**config.mk**
```make
export PLATFORM = sky130hd
export DESIGN_NAME = software_timer_bank
export DESIGN_NICKNAME = d
export VERILOG_FILES = /design/src/swtb_pkg.sv /design/src/swtb_cell.sv /design/src/software_timer_bank.sv
export VERILOG_INCLUDE_DIRS = /design/src /design/src/src
export SDC_FILE = /design/constraint.sdc
export NUM_CORES = 2
export LEC_CHECK = 0
export BUFFER_PORTS_ARGS = -buffer_cell sky130_fd_sc_hd__buf_2
export CAP_MARGIN = 20
export CORE_AREA = 3 3 353 355
export CTS_CLUSTER_DIAMETER = 60
export DETAILED_ROUTE_END_ITERATION = 6
export DIE_AREA = 0 0 356 358
export GPL_TIMING_DRIVEN = 0
export PLACE_DENSITY = 0.72
export SYNTH_ARGS = -nofsm -noshare
export SYNTH_HDL_FRONTEND = slang
export SYNTH_HIERARCHICAL = 1
export SYNTH_SLANG_ARGS = --single-unit
```
**constraint.sdc**
```tcl
create_clock -name clock -period 19.5 [get_ports clock]
set_clock_uncertainty 0.15 [all_clocks]
set_input_delay 2.925 -clock clock [delete_from_list [all_inputs] [get_ports clock]]
set_output_delay 2.925 -clock clock [all_outputs]
set_load 0.02 [all_outputs]
```
**src/software_timer_bank_assert.svh**
```systemverilog
// Assertion macros shared by the timer bank RTL.
`ifndef SOFTWARE_TIMER_BANK_ASSERT_SVH
`define SOFTWARE_TIMER_BANK_ASSERT_SVH

`ifndef SYNTH

// Same-cycle implication, disabled during reset.
`define SWTB_ASSERT_NOW(label, clk, rst, ante, cons) \
   label: assert property (@(posedge clk) disable iff (rst) (ante) |-> (cons)) \
      else $error("assertion failed: label");

// Next-cycle implication, disabled during reset.
`define SWTB_ASSERT_NEXT(label, clk, rst, ante, cons) \
   label: assert property (@(posedge clk) disable iff (rst) (ante) |=> (cons)) \
      else $error("assertion failed: label");

`else

`define SWTB_ASSERT_NOW(label, clk, rst, ante, cons)
`define SWTB_ASSERT_NEXT(label, clk, rst, ante, cons)

`endif

`endif

```
**src/swtb_pkg.sv**
```systemverilog
// Types and constants for the software timer bank.
`default_nettype none

package swtb_pkg;

   localparam int KIND_BITS = 3;
   localparam int ID_BITS   = 8;

   localparam logic [KIND_BITS-1:0] KIND_REGISTER = 3'd0;
   localparam logic [KIND_BITS-1:0] KIND_PERIOD   = 3'd1;
   localparam logic [KIND_BITS-1:0] KIND_START    = 3'd2;
   localparam logic [KIND_BITS-1:0] KIND_STOP     = 3'd3;
   localparam logic [KIND_BITS-1:0] KIND_CLEAR    = 3'd4;
   localparam logic [KIND_BITS-1:0] KIND_TICK     = 3'd5;

   // Results reported per tick.
   localparam int MAX_RESULTS = 16;
   localparam int CNT_BITS    = $clog2(MAX_RESULTS + 1);

   // Request broadcast to every cell.
   typedef struct packed {
      logic                 go;
      logic [KIND_BITS-1:0] kind;
      logic [ID_BITS-1:0]   id;
      logic                 single;
      logic                 dup;
   } cmd_type;

   // What a cell shows to the control logic and to its neighbors.
   typedef struct packed {
      logic               used;
      logic               match;
      logic               pend;
      logic [ID_BITS-1:0] pend_id;
   } cell_status_type;

   typedef enum logic [1:0] {
      ST_IDLE  = 2'b01,
      ST_DRAIN = 2'b10
   } state_type;

endpackage

`default_nettype wire

```
**src/swtb_cell.sv**
```systemverilog
// One timer slot: id, period, count, flags, and one stage of the expiry shift chain.
`default_nettype none

module swtb_cell #(
   parameter int PERIOD_BITS = 32
) (
   input  wire                       clock,
   input  wire                       reset,
   input  swtb_pkg::cmd_type         cmd,
   input  wire  [PERIOD_BITS-1:0]    period,
   input  wire                       prev_used,
   input  wire                       shift,
   input  swtb_pkg::cell_status_type nxt,
   output swtb_pkg::cell_status_type status
);

   logic                         used_ff,    used_in;
   logic                         running_ff, running_in;
   logic                         single_ff,  single_in;
   logic [swtb_pkg::ID_BITS-1:0] id_ff,      id_in;
   logic [PERIOD_BITS-1:0]       period_ff,  period_in;
   logic [PERIOD_BITS-1:0]       count_ff,   count_in;
   logic                         pend_ff,    pend_in;
   logic [swtb_pkg::ID_BITS-1:0] pend_id_ff, pend_id_in;

   logic                   match;
   logic                   target;
   logic [PERIOD_BITS-1:0] count_inc;

   assign match     = used_ff && (id_ff == cmd.id);
   // first free slot: previous one is taken, this one is not
   assign target    = prev_used && !used_ff;
   assign count_inc = count_ff + PERIOD_BITS'(1);

   always_comb begin
      used_in    = used_ff;
      running_in = running_ff;
      single_in  = single_ff;
      id_in      = id_ff;
      period_in  = period_ff;
      count_in   = count_ff;
      pend_in    = pend_ff;
      pend_id_in = pend_id_ff;
      if (shift) begin
         pend_in    = nxt.pend;
         pend_id_in = nxt.pend_id;
      end
      if (cmd.go) begin
         case (cmd.kind)
            swtb_pkg::KIND_REGISTER: begin
               if (target && !cmd.dup) begin
                  used_in    = 1'b1;
                  id_in      = cmd.id;
                  period_in  = period;
                  count_in   = '0;
                  running_in = 1'b0;
                  single_in  = cmd.single;
               end
            end
            swtb_pkg::KIND_PERIOD: begin
               if (match) period_in = period;
            end
            swtb_pkg::KIND_START: begin
               if (match) running_in = 1'b1;
            end
            swtb_pkg::KIND_STOP: begin
               if (match) running_in = 1'b0;
            end
            swtb_pkg::KIND_CLEAR: begin
               if (match) count_in = '0;
            end
            swtb_pkg::KIND_TICK: begin
               pend_in = 1'b0;
               if (used_ff && running_ff) begin
                  if (count_inc >= period_ff) begin
                     count_in   = '0;
                     pend_in    = 1'b1;
                     pend_id_in = id_ff;
                     if (single_ff) running_in = 1'b0;
                  end else begin
                     count_in = count_inc;
                  end
               end
            end
            default: begin
            end
         endcase
      end
   end

   always_ff @(posedge clock) begin
      if (reset) begin
         used_ff    <= 1'b0;
         running_ff <= 1'b0;
         pend_ff    <= 1'b0;
      end else begin
         used_ff    <= used_in;
         running_ff <= running_in;
         pend_ff    <= pend_in;
      end
      single_ff  <= single_in;
      id_ff      <= id_in;
      period_ff  <= period_in;
      count_ff   <= count_in;
      pend_id_ff <= pend_id_in;
   end

   assign status.used    = used_ff;
   assign status.match   = match;
   assign status.pend    = pend_ff;
   assign status.pend_id = pend_id_ff;

endmodule

`default_nettype wire

```
**src/software_timer_bank.sv**
```systemverilog
// Top level of the software timer bank: a row of timer cells and the expiry readout.
`default_nettype none
`include "software_timer_bank_assert.svh"

// A bank of NUM_SLOTS timers held in a row of cells, one slot per cell. Every request
// goes to all cells and they act on it together. A tick marks each expired timer in
// its cell; the marks then shift one cell a cycle toward slot 0, unless rsp_stall holds
// back a result while slot 0 has a mark, and the output register picks them up in
// registration order, so a tick holds off the next request until all marks have drained.
// At most 16 results are reported per tick; the last one carries rsp_last_in_run.
// Other requests do not hold off the next one.
module software_timer_bank #(
   parameter int NUM_SLOTS   = 16,
   parameter int PERIOD_BITS = 32
) (
   input  wire         clock,
   input  wire         reset,
   input  wire         req_valid,
   output logic        req_stall,
   input  wire  [2:0]  req_kind,
   input  wire  [7:0]  req_timer_id,
   input  wire  [31:0] req_period_value,
   input  wire         req_one_shot,
   output logic        rsp_valid,
   input  wire         rsp_stall,
   output logic [7:0]  rsp_fired_id,
   output logic        rsp_last_in_run
);

   swtb_pkg::state_type state_ff, state_in;
   logic [swtb_pkg::CNT_BITS-1:0] out_cnt_ff, out_cnt_in;
   logic       rsp_valid_ff, rsp_valid_in;
   logic [7:0] rsp_id_ff,    rsp_id_in;
   logic       rsp_last_ff,  rsp_last_in;

   swtb_pkg::cmd_type         cmd;
   swtb_pkg::cell_status_type stat [NUM_SLOTS];
   logic [NUM_SLOTS-1:0]      used_vec, match_vec, pend_vec;
   logic                      accept, shift, can_load, load, pend_rest;

   assign accept    = req_valid && !req_stall;
   assign req_stall = (state_ff != swtb_pkg::ST_IDLE);

   always_comb begin
      for (int i = 0; i < NUM_SLOTS; i++) begin
         used_vec[i]  = stat[i].used;
         match_vec[i] = stat[i].match;
         pend_vec[i]  = stat[i].pend;
      end
   end

   assign cmd.go     = accept;
   assign cmd.kind   = req_kind;
   assign cmd.id     = req_timer_id;
   assign cmd.single = req_one_shot;
   assign cmd.dup    = |match_vec;

   genvar g;
   generate
      for (g = 0; g < NUM_SLOTS; g++) begin : g_cell
         logic                      prev_used;
         swtb_pkg::cell_status_type nxt;
         if (g == 0) begin : g_first
            assign prev_used = 1'b1;
         end else begin : g_link
            assign prev_used = stat[g-1].used;
         end
         if (g == NUM_SLOTS - 1) begin : g_end
            assign nxt = '0;
         end else begin : g_next
            assign nxt = stat[g+1];
         end
         swtb_cell #(
            .PERIOD_BITS(PERIOD_BITS)
         ) u_cell (
            .clock     (clock),
            .reset     (reset),
            .cmd       (cmd),
            .period    (req_period_value[PERIOD_BITS-1:0]),
            .prev_used (prev_used),
            .shift     (shift),
            .nxt       (nxt),
            .status    (stat[g])
         );
      end
   endgenerate

   assign can_load  = !rsp_valid_ff || !rsp_stall;
   assign pend_rest = (pend_vec >> 1) != '0;
   // slot 0 holds the next expiry; over the limit it is dropped without a result
   assign load  = (state_ff == swtb_pkg::ST_DRAIN) && pend_vec[0] &&
                  (out_cnt_ff < swtb_pkg::CNT_BITS'(swtb_pkg::MAX_RESULTS)) && can_load;
   assign shift = (state_ff == swtb_pkg::ST_DRAIN) &&
                  (!pend_vec[0] || load ||
                   (out_cnt_ff >= swtb_pkg::CNT_BITS'(swtb_pkg::MAX_RESULTS)));

   always_comb begin
      state_in     = state_ff;
      out_cnt_in   = out_cnt_ff;
      rsp_valid_in = rsp_valid_ff;
      rsp_id_in    = rsp_id_ff;
      rsp_last_in  = rsp_last_ff;
      if (!rsp_stall) rsp_valid_in = 1'b0;
      case (state_ff)
         swtb_pkg::ST_IDLE: begin
            if (accept && (req_kind == swtb_pkg::KIND_TICK)) begin
               state_in   = swtb_pkg::ST_DRAIN;
               out_cnt_in = '0;
            end
         end
         swtb_pkg::ST_DRAIN: begin
            if (pend_vec == '0) begin
               state_in = swtb_pkg::ST_IDLE;
            end else if (load) begin
               rsp_valid_in = 1'b1;
               rsp_id_in    = stat[0].pend_id;
               rsp_last_in  = !pend_rest ||
                  (out_cnt_ff == swtb_pkg::CNT_BITS'(swtb_pkg::MAX_RESULTS - 1));
               out_cnt_in   = out_cnt_ff + swtb_pkg::CNT_BITS'(1);
            end
         end
         default: begin
            state_in = swtb_pkg::ST_IDLE;
         end
      endcase
   end

   always_ff @(posedge clock) begin
      if (reset) begin
         state_ff     <= swtb_pkg::ST_IDLE;
         out_cnt_ff   <= '0;
         rsp_valid_ff <= 1'b0;
      end else begin
         state_ff     <= state_in;
         out_cnt_ff   <= out_cnt_in;
         rsp_valid_ff <= rsp_valid_in;
      end
      rsp_id_ff   <= rsp_id_in;
      rsp_last_ff <= rsp_last_in;
   end

   assign rsp_valid       = rsp_valid_ff;
   assign rsp_fired_id    = rsp_id_ff;
   assign rsp_last_in_run = rsp_last_ff;

   `SWTB_ASSERT_NOW(a_cnt_limit, clock, reset, 1'b1,
      out_cnt_ff <= swtb_pkg::CNT_BITS'(swtb_pkg::MAX_RESULTS))
   `SWTB_ASSERT_NOW(a_used_packed, clock, reset, 1'b1,
      ((used_vec >> 1) & ~used_vec) == '0)
   `SWTB_ASSERT_NEXT(a_used_sticky, clock, reset, 1'b1,
      ($past(used_vec) & ~used_vec) == '0)
   `SWTB_ASSERT_NOW(a_pend_idle, clock, reset, state_ff == swtb_pkg::ST_IDLE,
      pend_vec == '0)
   `SWTB_ASSERT_NEXT(a_load_shows, clock, reset, load, rsp_valid_ff)

endmodule

`default_nettype wire

```
==> impl_metrics.toml <==
[status]
outcome = "completed"

[sta]
worstMarginPinSlew_ns = 1.121
setup-violations-final = 0
hold-worst-slack_ns = 0.3296
rsz0062_at_grt = "false"
finalWorstPathRequiredPeriod_ns = 8.361
maxSlewHeadroom_pct = 25.24
max_freq_ghz = 0.1196
fin_crit_sh_pct = 42.88
finalHoldViolations = 0
setup_tns_ns = 0
finalMaxSlewViolations = 0

[cts]
clkLatencyLatePin_ns = 0.77
cts_tree = "built"
cts_num_sinks = 1361
hold_buffers = 0
cts-root-buf = "clkbuf_16"
htreeDepth = 4
clk_pin_slew_ns = 0.06
cts_made_buffers = 149
clock_path_buffers = 3
postCtsSetupRepairBufs = 0
cts_resized = 0

[finish]
drive_gt1_share_pct = 13.65
areaGrowthSynthToFinish_pct = 11.68
stdcell_count = 8289
fin_nets = 7100
mostFrequentLayoutCells = "1,177 x edfxtp_1, 579 x inv_1, 530 x ha_1"
layout_commonest_cell = "edfxtp_1"

[setup_path]
path_cells = "buf_2 -> xnor2_1 -> nand4_1 -> nor3_1 -> buf_4 -> nor4_1 -> nand4_1 -> or3b_2 -> a21oi_1 -> o21ai_0 -> a2111oi_2 -> buf_4 -> buf_4 -> buf_4 -> buf_4 -> buf_4"
crit_path_end_kind = "flop"
cp_num_buf_inv = 7
critPathTopFamily = "simple AND/OR/NAND/NOR gates"
ff2ff_path_depth = 15
cpMostUsedCell = "buf_4"
rr_startpoint = "g_cell[13].u_cell/id_ff[3]$_DFFE_PP_"
worstPathMaxFanout = 32
crit_arrival_ns = 8.67
startpoint_type = "primary input"
slowest_delay_ns = 0.91
slowest_stage = "nand4_1"
cp.required_ns = 19.81
critPathKind = "in2reg"
r2r_slack_ns = 13.62
reg2reg_to = "g_cell[4].u_cell/count_ff[7]$_SDFFCE_PP0P_"

[drt]
drt-initial-drc-count = 4509
totalWireLength_mm = 177.3
ant_nets = 0
route.detailed.drc = 0
via_per_inst = 5.850
vias = 48490
wl_per_cell_um = 21.39
firstDrtPassIters = 6

[power]
ir_worst_vdd_v = 0.00008358
pwr-share-comb_pct = 5.0
intPower_uw = 4861
p_sw_uw = 1394
power_frac_clock_pct = 43.5
swShare_pct = 22.28
p_leak_uw = 0.03105
p_per_area_nw_per_um2 = 76.84
p_seq_share_pct = 51.5

[yosys]
syn_avg_cell_area_um2 = 11.79
ys_warn_count = 6
netlist_area_um2 = 72890
synth_cells = 6182

[hold_path]
hold_end = "out_cnt_ff[4]$_SDFFE_PP0P_"
hold_depth = 2
hold_start = "out_cnt_ff[4]$_SDFFE_PP0P_"
hp-class = "reg2reg"

[job]
maxCapViolCount = 0

[global_routing]
first_global_vias = 47760
grt_pass1_wl_mm = 271.6
antenna_found_initial = 37
grt_max_degree = 64
grt_util_all_layers_pct = 27.75
grt_overflow = 0

[floorplan]
start_util_pct = 59.88
rows = 128
dieWidth_um = 356
io_pins = 59
dieHeight_um = 358
core_area_um2 = 121700
dieArea_um2 = 127400

[placement]
place_inst = 7996
portBuffers = 58
dp_hpwl_mm = 117.8
globalplace.congestion = 0.8349
[cell type report]
cell class	instances	area, µm²
diodes	18	45.04
clock buffers	209	4190
fillers	9079	40310
flip-flops and latches	1361	39030
repair buffers	181	1443
clock inverters	66	496.7
inverters	579	2173
multi-input cells	4092	31040
plain buffers	158	955.9
well taps	1625	2033
[worst max-delay path by stage]
stage                          startpoint                                          end  slack [ns]  cells past startpoint
after floorplan           req_timer_id[3]  g_cell[10].u_cell/count_ff[0]$_SDFFCE_PP0P_        8.97                     10
after global placement    req_timer_id[3]  g_cell[7].u_cell/count_ff[24]$_SDFFCE_PP0P_        3.35                     11
after detailed placement  req_timer_id[3]  g_cell[10].u_cell/count_ff[7]$_SDFFCE_PP0P_       10.52                     15
after CTS                 req_timer_id[3]  g_cell[10].u_cell/count_ff[7]$_SDFFCE_PP0P_       11.33                     15
after global routing      req_timer_id[4]   g_cell[4].u_cell/count_ff[7]$_SDFFCE_PP0P_       11.07                     16
final                     req_timer_id[4]   g_cell[4].u_cell/count_ff[7]$_SDFFCE_PP0P_       11.14                     16
[routing by layer]
layer	routed length [µm]	vias to the layer above	global-route usage [%]
met2	83470	1494	45.47
met5	87	-	0
met1	75080	23710	37.43
li1	-	22970	-
met3	13330	298	4.827
met4	5313	12	9.768
[stage by stage]
step	worst slack (ns)	total power [µW]	utilization, %	cell area [µm²]
floorplan	8.969	3443	-	72920
global placement	3.346	3578	61.82	75240
detailed placement	10.52	3594	62.99	76670
CTS	11.33	6303	66.84	81360
global route	11.07	6449	66.84	81360
finish	11.14	6255	66.88	81400
[sequential cells by signal, indices dropped and copies added, names as in the netlist, 16 cells and up]
register	cells
g_cell.u_cell/count_ff	512
g_cell.u_cell/running_ff	16
g_cell.u_cell/pend_ff	16
g_cell.u_cell/used_ff	16
g_cell.u_cell/pend_id_ff	128
g_cell.u_cell/id_ff	128
g_cell.u_cell/single_ff	16
g_cell.u_cell/period_ff	512
[worst reg2reg max path: stages, from the launching register on]
cell and delay [ns]:
edfxtp_1 0.41, xnor2_1 0.15, nand4_1 0.16, nor3_1 0.15, buf_4 0.18, nor4_1 0.73
nand4_1 0.91, or3b_2 0.80, a21oi_1 0.14, o21ai_0 0.12, a2111oi_2 0.68, buf_4 0.29
buf_4 0.17, buf_4 0.19, buf_4 0.16, buf_4 0.17
[power by group through the flow]
| stage | clock (µW) | combinational (µW) | sequential (µW) |
|---|---|---|---|
| floorplan | 0 | 160 | 3280 |
| global placement | 0 | 284 | 3290 |
| detailed placement | 0 | 310 | 3280 |
| CTS | 2770 | 312 | 3220 |
| global route | 2880 | 340 | 3230 |
| finish | 2720 | 312 | 3220 |
Note: power is estimated with default switching activity, not from simulation.
